### src/hw/rtl/kprd_pkg.sv
package kprd_pkg;

  localparam int KEY_FIELDS    = 6;
  localparam int KEY_SLOTS_DEF = 6;
  localparam int CODE_W        = 8;
  localparam int COUNT_W       = 3;

  typedef logic [CODE_W-1:0] code_t;

  typedef enum logic {
    ACT_PRESS   = 1'b0,
    ACT_RELEASE = 1'b1
  } action_t;

  typedef struct packed {
    logic [COUNT_W-1:0]               count;
    logic [KEY_FIELDS-1:0][CODE_W-1:0] keys;
  } msg_t;

endpackage

### src/hw/rtl/kprd_lane.sv
module kprd_lane #(
  parameter int SLOTS = kprd_pkg::KEY_SLOTS_DEF
) (
  input  kprd_pkg::code_t cur_code,
  input  kprd_pkg::code_t prev_code,
  input  kprd_pkg::code_t cur_set [SLOTS],
  input  kprd_pkg::code_t prev_set [SLOTS],
  output logic            press_hit,
  output logic            release_hit
);
  import kprd_pkg::*;

  logic in_prev;
  logic in_cur;

  always_comb begin
    in_prev = 1'b0;
    in_cur  = 1'b0;
    for (int j = 0; j < SLOTS; j++) begin
      if (prev_set[j] == cur_code) begin
        in_prev = 1'b1;
      end
      if (cur_set[j] == prev_code) begin
        in_cur = 1'b1;
      end
    end
    press_hit   = (cur_code != '0) && !in_prev;
    release_hit = (prev_code != '0) && !in_cur;
  end

endmodule

### src/hw/rtl/kprd_pack.sv
module kprd_pack #(
  parameter int SLOTS = kprd_pkg::KEY_SLOTS_DEF
) (
  input  kprd_pkg::code_t    codes [SLOTS],
  input  logic [SLOTS-1:0]   flags,
  output kprd_pkg::msg_t     msg
);
  import kprd_pkg::*;

  logic [COUNT_W-1:0] n;

  // slot-order compaction, saturating at the field count
  always_comb begin
    n   = '0;
    msg = '0;
    for (int i = 0; i < SLOTS; i++) begin
      if (flags[i] && (n < COUNT_W'(KEY_FIELDS))) begin
        msg.keys[n] = codes[i];
        n = n + COUNT_W'(1);
      end
    end
    msg.count = n;
  end

endmodule

### src/hw/rtl/key_set_press_release_diff.sv
// Key set press/release detector. Each snapshot (key_0..key_5, 0 = empty slot) is compared
// as a set with the stored previous snapshot by one lane per slot, and a packing stage lists
// new codes in a press message and vanished codes in a release message, in that order, with
// last set on the final one. A new snapshot is taken when the held one has no message left
// or its final message enters the output register, which carries one message per cycle
// while msg_ready does not hold it back. Snapshots are registered in the s1 stage first. A
// snapshot that yields no message is absorbed without any output.
module key_set_press_release_diff #(
  parameter int KEY_SLOTS = kprd_pkg::KEY_SLOTS_DEF
) (
  input  logic            clk,
  input  logic            rst,
  input  logic            key_valid,
  output logic            key_ready,
  input  kprd_pkg::code_t key_0,
  input  kprd_pkg::code_t key_1,
  input  kprd_pkg::code_t key_2,
  input  kprd_pkg::code_t key_3,
  input  kprd_pkg::code_t key_4,
  input  kprd_pkg::code_t key_5,
  output logic            msg_valid,
  input  logic            msg_ready,
  output logic            action,
  output logic [2:0]      key_count,
  output kprd_pkg::code_t out_key_0,
  output kprd_pkg::code_t out_key_1,
  output kprd_pkg::code_t out_key_2,
  output kprd_pkg::code_t out_key_3,
  output kprd_pkg::code_t out_key_4,
  output kprd_pkg::code_t out_key_5,
  output logic            last
);
  import kprd_pkg::*;

  code_t key_in [KEY_FIELDS];
  code_t cur    [KEY_SLOTS];
  code_t prev   [KEY_SLOTS];
  logic [KEY_SLOTS-1:0] press_flag;
  logic [KEY_SLOTS-1:0] rel_flag;

  code_t s1_cur  [KEY_SLOTS];
  code_t s1_prev [KEY_SLOTS];
  logic [KEY_SLOTS-1:0] s1_press;
  logic [KEY_SLOTS-1:0] s1_rel;
  logic s1_valid;
  logic phase;

  msg_t press_msg;
  msg_t rel_msg;

  action_t action_reg;
  logic [COUNT_W-1:0] count_reg;
  logic [KEY_FIELDS-1:0][CODE_W-1:0] okeys;
  logic last_reg;

  logic press_has, rel_has, emit_press, emit_rel, emit, emit_last;
  logic out_load, s1_done, accept;

  assign key_in[0] = key_0;
  assign key_in[1] = key_1;
  assign key_in[2] = key_2;
  assign key_in[3] = key_3;
  assign key_in[4] = key_4;
  assign key_in[5] = key_5;

  for (genvar g = 0; g < KEY_SLOTS; g++) begin : g_slot
    if (g < KEY_FIELDS) begin : g_field
      assign cur[g] = key_in[g];
    end else begin : g_empty
      assign cur[g] = '0;
    end

    kprd_lane #(.SLOTS(KEY_SLOTS)) u_lane (
      .cur_code    (cur[g]),
      .prev_code   (prev[g]),
      .cur_set     (cur),
      .prev_set    (prev),
      .press_hit   (press_flag[g]),
      .release_hit (rel_flag[g])
    );
  end

  kprd_pack #(.SLOTS(KEY_SLOTS)) u_pack_press (
    .codes (s1_cur),
    .flags (s1_press),
    .msg   (press_msg)
  );

  kprd_pack #(.SLOTS(KEY_SLOTS)) u_pack_rel (
    .codes (s1_prev),
    .flags (s1_rel),
    .msg   (rel_msg)
  );

  always_comb begin
    press_has  = |s1_press;
    rel_has    = |s1_rel;
    emit_press = s1_valid && !phase && press_has;
    emit_rel   = s1_valid && !emit_press && rel_has;
    emit       = emit_press || emit_rel;
    emit_last  = emit_rel || !rel_has;
    out_load   = !msg_valid || msg_ready;
    s1_done    = s1_valid && (!emit || (out_load && emit_last));
    key_ready  = !s1_valid || s1_done;
    accept     = key_valid && key_ready;
  end

  always_ff @(posedge clk) begin
    if (rst) begin
      s1_valid  <= 1'b0;
      phase     <= 1'b0;
      msg_valid <= 1'b0;
      for (int i = 0; i < KEY_SLOTS; i++) begin
        prev[i] <= '0;
      end
    end else begin
      if (accept) begin
        s1_valid <= 1'b1;
        phase    <= 1'b0;
        prev     <= cur;
      end else if (s1_done) begin
        s1_valid <= 1'b0;
        phase    <= 1'b0;
      end else if (emit_press && out_load) begin
        phase <= 1'b1;
      end
      if (out_load) begin
        msg_valid <= emit;
      end
    end
  end

  always_ff @(posedge clk) begin
    if (accept) begin
      s1_cur   <= cur;
      s1_prev  <= prev;
      s1_press <= press_flag;
      s1_rel   <= rel_flag;
    end
    if (out_load && emit) begin
      action_reg <= emit_press ? ACT_PRESS : ACT_RELEASE;
      count_reg  <= emit_press ? press_msg.count : rel_msg.count;
      okeys      <= emit_press ? press_msg.keys : rel_msg.keys;
      last_reg   <= emit_last;
    end
  end

  assign action    = action_reg;
  assign key_count = count_reg;
  assign out_key_0 = okeys[0];
  assign out_key_1 = okeys[1];
  assign out_key_2 = okeys[2];
  assign out_key_3 = okeys[3];
  assign out_key_4 = okeys[4];
  assign out_key_5 = okeys[5];
  assign last      = last_reg;

  // second message of a snapshot is pending only while that snapshot is held
  a_phase_held: assert property (@(posedge clk) disable iff (rst)
    phase |-> s1_valid)
    else $error("release pending without a held snapshot");

  a_count_range: assert property (@(posedge clk) disable iff (rst)
    msg_valid |-> (key_count != '0) && (key_count <= COUNT_W'(KEY_FIELDS)))
    else $error("message count out of range");

  // a press that is not last is followed at once by the closing release
  a_release_follows: assert property (@(posedge clk) disable iff (rst)
    (msg_valid && msg_ready && (action_reg == ACT_PRESS) && !last_reg)
      |=> (msg_valid && (action_reg == ACT_RELEASE) && last_reg))
    else $error("release message missing after non-final press");

endmodule

### config.mk
export PLATFORM = sky130hd
export DESIGN_NAME = key_set_press_release_diff
export DESIGN_NICKNAME = d
export VERILOG_FILES = /design/src/hw/rtl/kprd_pkg.sv /design/src/hw/rtl/kprd_lane.sv /design/src/hw/rtl/kprd_pack.sv /design/src/hw/rtl/key_set_press_release_diff.sv
export SDC_FILE = /design/constraint.sdc
export NUM_CORES = 1
export LEC_CHECK = 0
export BUFFER_PORTS_ARGS = -buffer_cell sky130_fd_sc_hd__buf_2
export CAP_MARGIN = 20
export CORE_MARGIN = 4
export CORE_UTILIZATION = 45
export DETAILED_ROUTE_END_ITERATION = 8
export MAX_ROUTING_LAYER = met4
export PLACE_DENSITY = 0.59
export SETUP_SLACK_MARGIN = 0.3
export SLEW_MARGIN = 25
export SYNTH_ARGS = -nofsm -noshare
export SYNTH_HDL_FRONTEND = slang
export SYNTH_SLANG_ARGS = --single-unit
### constraint.sdc
create_clock -name clk -period 10.6 [get_ports clk]
set_clock_uncertainty 0.15 [all_clocks]
set_input_delay 2.65 -clock clk [delete_from_list [all_inputs] [get_ports clk]]
set_output_delay 2.65 -clock clk [all_outputs]
set_load 0.02 [all_outputs]
Yosys cells after proc, flatten, opt, wreduce, memory -nomap -nowiden. Index checks and enable logic that the tools add are counted.

Bits in registers: 212. Latch bits: 0. RAM bits: 0. Bits in read-only memories: 0. Bits of input ports: 52. Output and inout port bits: 55. Word-level logic and storage cells: 355. Memories: 0.

Add/sub/neg operators: 10. Multipliers: 0. Div/mod/pow operators: 0. Order comparisons: 30. Eq/ne operators: 72. Shift operators: 0. Muxes and demuxes: 131. Bitwise gates (word level): 0. Reductions and logical operators: 80.

Operators with widths (number): $eq A8 B8 Y1 (72); $mux W48 (11); $bwmux W48 (10); $demux W8 S3 (10); $mux W8 (12); $reduce_bool A8 Y1 (12); $mux W1 (77); $logic_and A1 B1 Y1 (41); $mux W3 (11); $lt A3 B4 Y1 const B (8); $add A3 B1 Y3 const B (8); $ge A3 B1 Y1 const B (8); $lt A3 B3 Y1 const B (8); $logic_not A1 Y1 (18); $reduce_or A6 Y1 (2); $lt A1 B4 Y1 const B (2); $lt A1 B3 Y1 const B (2); $logic_or A1 B1 Y1 (5); $add A1 B1 Y2 const B (2); $reduce_or A3 Y1 (1); $ge A1 B1 Y1 const B (2); $reduce_bool A2 Y1 (1).

Depth between registers and ports, before layout.
Depth in word-level cells: 20. Mapped depth: 19. Depth with buffers taken out: 16.

Modules after synthesis. From an unflattened synthesis, not the netlist that was laid out.

Cells, all modules: 2053. Area, all modules: 20741.1 um^2.

By module, submodules not included: key_set_press_release_diff (instances 1, cells an instance 454, area each 7795.0 um^2, seq. area each 5855.6 um^2); kprd_lane (instances 6, cells an instance 154, area each 1292.5 um^2, seq. area each 0.0 um^2); kprd_pack at u_pack_press (instances 1, cells an instance 341, area each 2615.0 um^2, seq. area each 0.0 um^2); kprd_pack at u_pack_rel (instances 1, cells an instance 334, area each 2576.2 um^2, seq. area each 0.0 um^2).

Least setup slack after synthesis. No wires, ideal clock.

Kind: in2out. From: in msg_ready. To: out key_ready. Arrival: 3.285 ns. Required time: 7.800 ns. Slack: 4.515 ns. Stages: 3. Buffers on the path: 0. Cell sequence: inv_1 > nand2_1 > a2bb2oi_1.

Cells in the longest elaborated chain, start to end: 5.

RTL lines: start, declared (RTL line key_set_press_release_diff.sv:22) `input logic msg_ready,`; $logic_or A1 B1 Y1 (RTL line key_set_press_release_diff.sv:102) `out_load = !msg_valid || msg_ready;`; $logic_and A1 B1 Y1 (RTL line key_set_press_release_diff.sv:103) `s1_done = s1_valid && (!emit || (out_load && emit_last));`; $logic_or A1 B1 Y1 (RTL line key_set_press_release_diff.sv:103); $logic_and A1 B1 Y1 (RTL line key_set_press_release_diff.sv:103); $logic_or A1 B1 Y1 (RTL line key_set_press_release_diff.sv:104) `key_ready = !s1_valid || s1_done;`; end, declared (RTL line key_set_press_release_diff.sv:14) `output logic key_ready,`.

Every way passes these cells.

Worst setup path in the final report. Ends and elaborated chain as after synthesis.

==> reports/results.tsv <==
stage	metric	value	unit
timing	FMAX	0.160	GHz
detailed_routing	Total Wirelength	57200	um
placement	Port-buffer cells	106	
yosys	sequential-to-total area share from yosys stat	0.369	
min_path	Hold Crit Class	register to register	
finish	share of layout cells above drive strength 1	0.146	
power_and_ir_drop	Lkg Pwr	0.00682	uW
floorplan	site row count	68	
floorplan	die area	0.0383	mm^2
clock_tree	CTS Root Cell	clkbuf_16	
timing	RSZ-0062 raised after global routing	false	
finish	most common cell after layout, fill and taps aside	nand2_1	
worst_setup_path	startpoint types	primary input	
global_route	largest net degree at the start of global routing	89	
yosys	Main synth FF type	edfxtp_1	
worst_setup_path	Worst EP arrival	3.47	ns
worst_setup_path	Worst path top cell family by delay	buffers and inverters	
global_route	Overflow after GRT	0	
clock_tree	Post-CTS Setup Bufs	0	
yosys	FFs w/ async S/R, synth	0	
global_route	gr usage total	0.296	
finish	Reg area	0.00586	mm^2
detailed_routing	DR WL/cell	26.8	um
finish	most frequent cells in the layout	nand2_1, xor2_1, edfxtp_1, buf_2, xnor2_1	
timing	measured slew at the worst slew-check pin	1.10	ns
clock_tree	CTS buffer count	24	
global_route	initial antenna violation count	2	
clock_tree	Sink Count	212	
detailed_routing	Vias/cell	6.23	
global_route	number of global-route vias before repair	12580	
clock_tree	CTS tree	built	
yosys	Post-synth EDFFs	161	
finish	multi-input logic area	0.00927	mm^2
timing	period utilisation layout	0.591	
worst_setup_path	critical-path cell list	buf_2 -> inv_1 -> nand2_1 -> a2bb2oi_1 -> buf_2	
clock_tree	CTS H-tree depth	1	
yosys	synthesis warning total	0	
detailed_routing	First DRT Iteration DRCs	1427	
yosys	syn avg cell area	9.33	um^2
yosys	Synth Instances	1699	
worst_setup_path	CP Max Fanout	4	
worst_setup_path	Critical Path RT	7.80	ns
power_and_ir_drop	total power	3070	uW
floorplan	die width	196	um
power_and_ir_drop	Power Density	178	mW/mm^2
worst_setup_path	Buf+Inv Stages, Crit Path	3	
worst_setup_path	Crit Path Class	primary input to primary output	
placement	Detailed Place HPWL	42300	um
job	max capacitance violation total	0	
yosys	Seq cells post-synth	212	
floorplan	area of the core	0.0346	mm^2
worst_setup_path	most frequent CP cell	buf_2	
run_status	status	completed	
global_route	first-pass GRT wire length	83800	um
floorplan	Die H	196	um
timing	Final Setup Violations	0	
timing	final setup TNS	0	ns
timing	Slew Limit Fails	0	
power_and_ir_drop	maximum vdd ir drop	119	uV
clock_tree	worst skew pair latency	0.56	ns
clock_tree	Max Buffers Root-to-Sink	3	
detailed_routing	Via Count	13319	
finish	Area Overhead vs Synth	8.70	%
yosys	Distinct cells, synth	79	
yosys	area of the mapped netlist	0.0159	mm^2
floorplan	Initial Util	0.458	
finish	filler instances	3258	
worst_setup_path	crit-path max cell delay	0.34	ns
worst_setup_path	Crit-path slowest cell	a2bb2oi_1	
clock_tree	CTS Hold Bufs	0	
clock_tree	CTS clk-pin slew, worst paths	0.06	ns
finish	Regs by FF count	prev x48, s1_cur x48, s1_prev x48	
timing	Slew headroom	0.259	
timing	crit path time final	6.27	ns
floorplan	I/O pins	107	
detailed_routing	Pre-antenna DRT Iters	8	
detailed_routing	DRC violations left	0	
finish	nets@finish	1731	
worst_setup_path	endpoint class of the critical path	primary output	
timing	Fin. Hold Viols	0	
placement	routability cong.	0.974	
clock_tree	Post-CTS Resized	0	
detailed_routing	Detail Route Antenna Nets	0	
yosys	Synthesized Nets	1765	
layer usage:
metal / global-route usage / up-vias / part of all wire
li1: - / 6069 / -
met4: 0.129 / 0 / 0.053
met5: - / - / 0
met1: 0.393 / 6366 / 0.41
met2: 0.458 / 726 / 0.46
met3: 0.0364 / 158 / 0.077
logic make-up (layout without fill, tap and decap cells):
group,Yosys count,after routing,synth area share
other,0,1,0
buffers and inverters,198,181,0.0502
xor gates and xnor gates,299,299,0.167
DFF,212,212,0.369
muxes,165,165,0.109
and+or+nand+nor,524,524,0.164
adders and majority gates,14,14,0.0120
AOI/OAI and AO/OA,287,287,0.128
worst paths after layout:
kind | start | end | slack, ns | depth (start not counted)
max | msg_ready | key_ready | 4.33 | 5
min | phase | phase | 0.36 | 2
max reg2reg | s1_press[0] | out_key_1[4] | 5.06 | 13
min reg2reg | phase | phase | 0.36 | 2
through the flow:
step                      utilization  std cells  hold slack, ns  cell area (um^2)  worst slack, ns
after floorplan                     -       1699           0.256             15900             4.51
after global placement          0.472       2093           0.370             16300             4.34
after detailed placement        0.473       2094           0.356             16400             4.33
after CTS                       0.497       2137           0.365             17200             4.33
after global routing            0.498       2138           0.441             17200             4.25
final                           0.498       2138           0.359             17200             4.33
cell type report:
class	count	area share
Antenna cell	1	0.000145
Clock buffer	30	0.0386
Multi-Input combinational cell	1289	0.538
Timing Repair Buffer	116	0.0351
Inverter	22	0.00508
Sequential cell	212	0.340
Clock inverter	13	0.0104
Tap cell	455	0.0330
power breakdown:
group          internal [uW]  switching (uW)
Combinational            377             651
Sequential              1030             133
Clock                    523             359
tightest hold or removal path: cells and delay by family, from the launching register on:
kind / cells / cell delay [ns]
simple gates: 1 / 0.05
flops: 1 / 0.31
compound gates: 1 / 0.11
synth_stat cells, drive strengths merged, types with 4 or more instances:
cell | n | share of area
a222oi | 9 | 0.0057
and3 | 8 | 0.0032
edfxtp | 161 | 0.30
a22o | 23 | 0.013
a22oi | 24 | 0.011
a211oi | 4 | 0.0022
o22ai | 9 | 0.0036
and2 | 7 | 0.0028
and4 | 4 | 0.0022
a21oi | 76 | 0.024
nand3 | 20 | 0.0063
mux2 | 66 | 0.047
o21ai | 54 | 0.017
nand4b | 6 | 0.0043
nand2 | 238 | 0.056
or3 | 8 | 0.0032
nor2b | 8 | 0.0032
nor2 | 49 | 0.012
nand2b | 4 | 0.0016
nor4 | 82 | 0.034
buf | 47 | 0.014
xnor2 | 105 | 0.058
a221oi | 9 | 0.0061
clkbuf | 129 | 0.031
a211o | 5 | 0.0028
nand4 | 45 | 0.018
ha | 12 | 0.0095
xor2 | 193 | 0.11
dfxtp | 51 | 0.064
o31ai | 12 | 0.0060
mux2i | 99 | 0.063
inv | 22 | 0.0052
nor3 | 29 | 0.0092
o211ai | 26 | 0.014
a32o | 9 | 0.0057
Power figures use the tool's default switching activity.
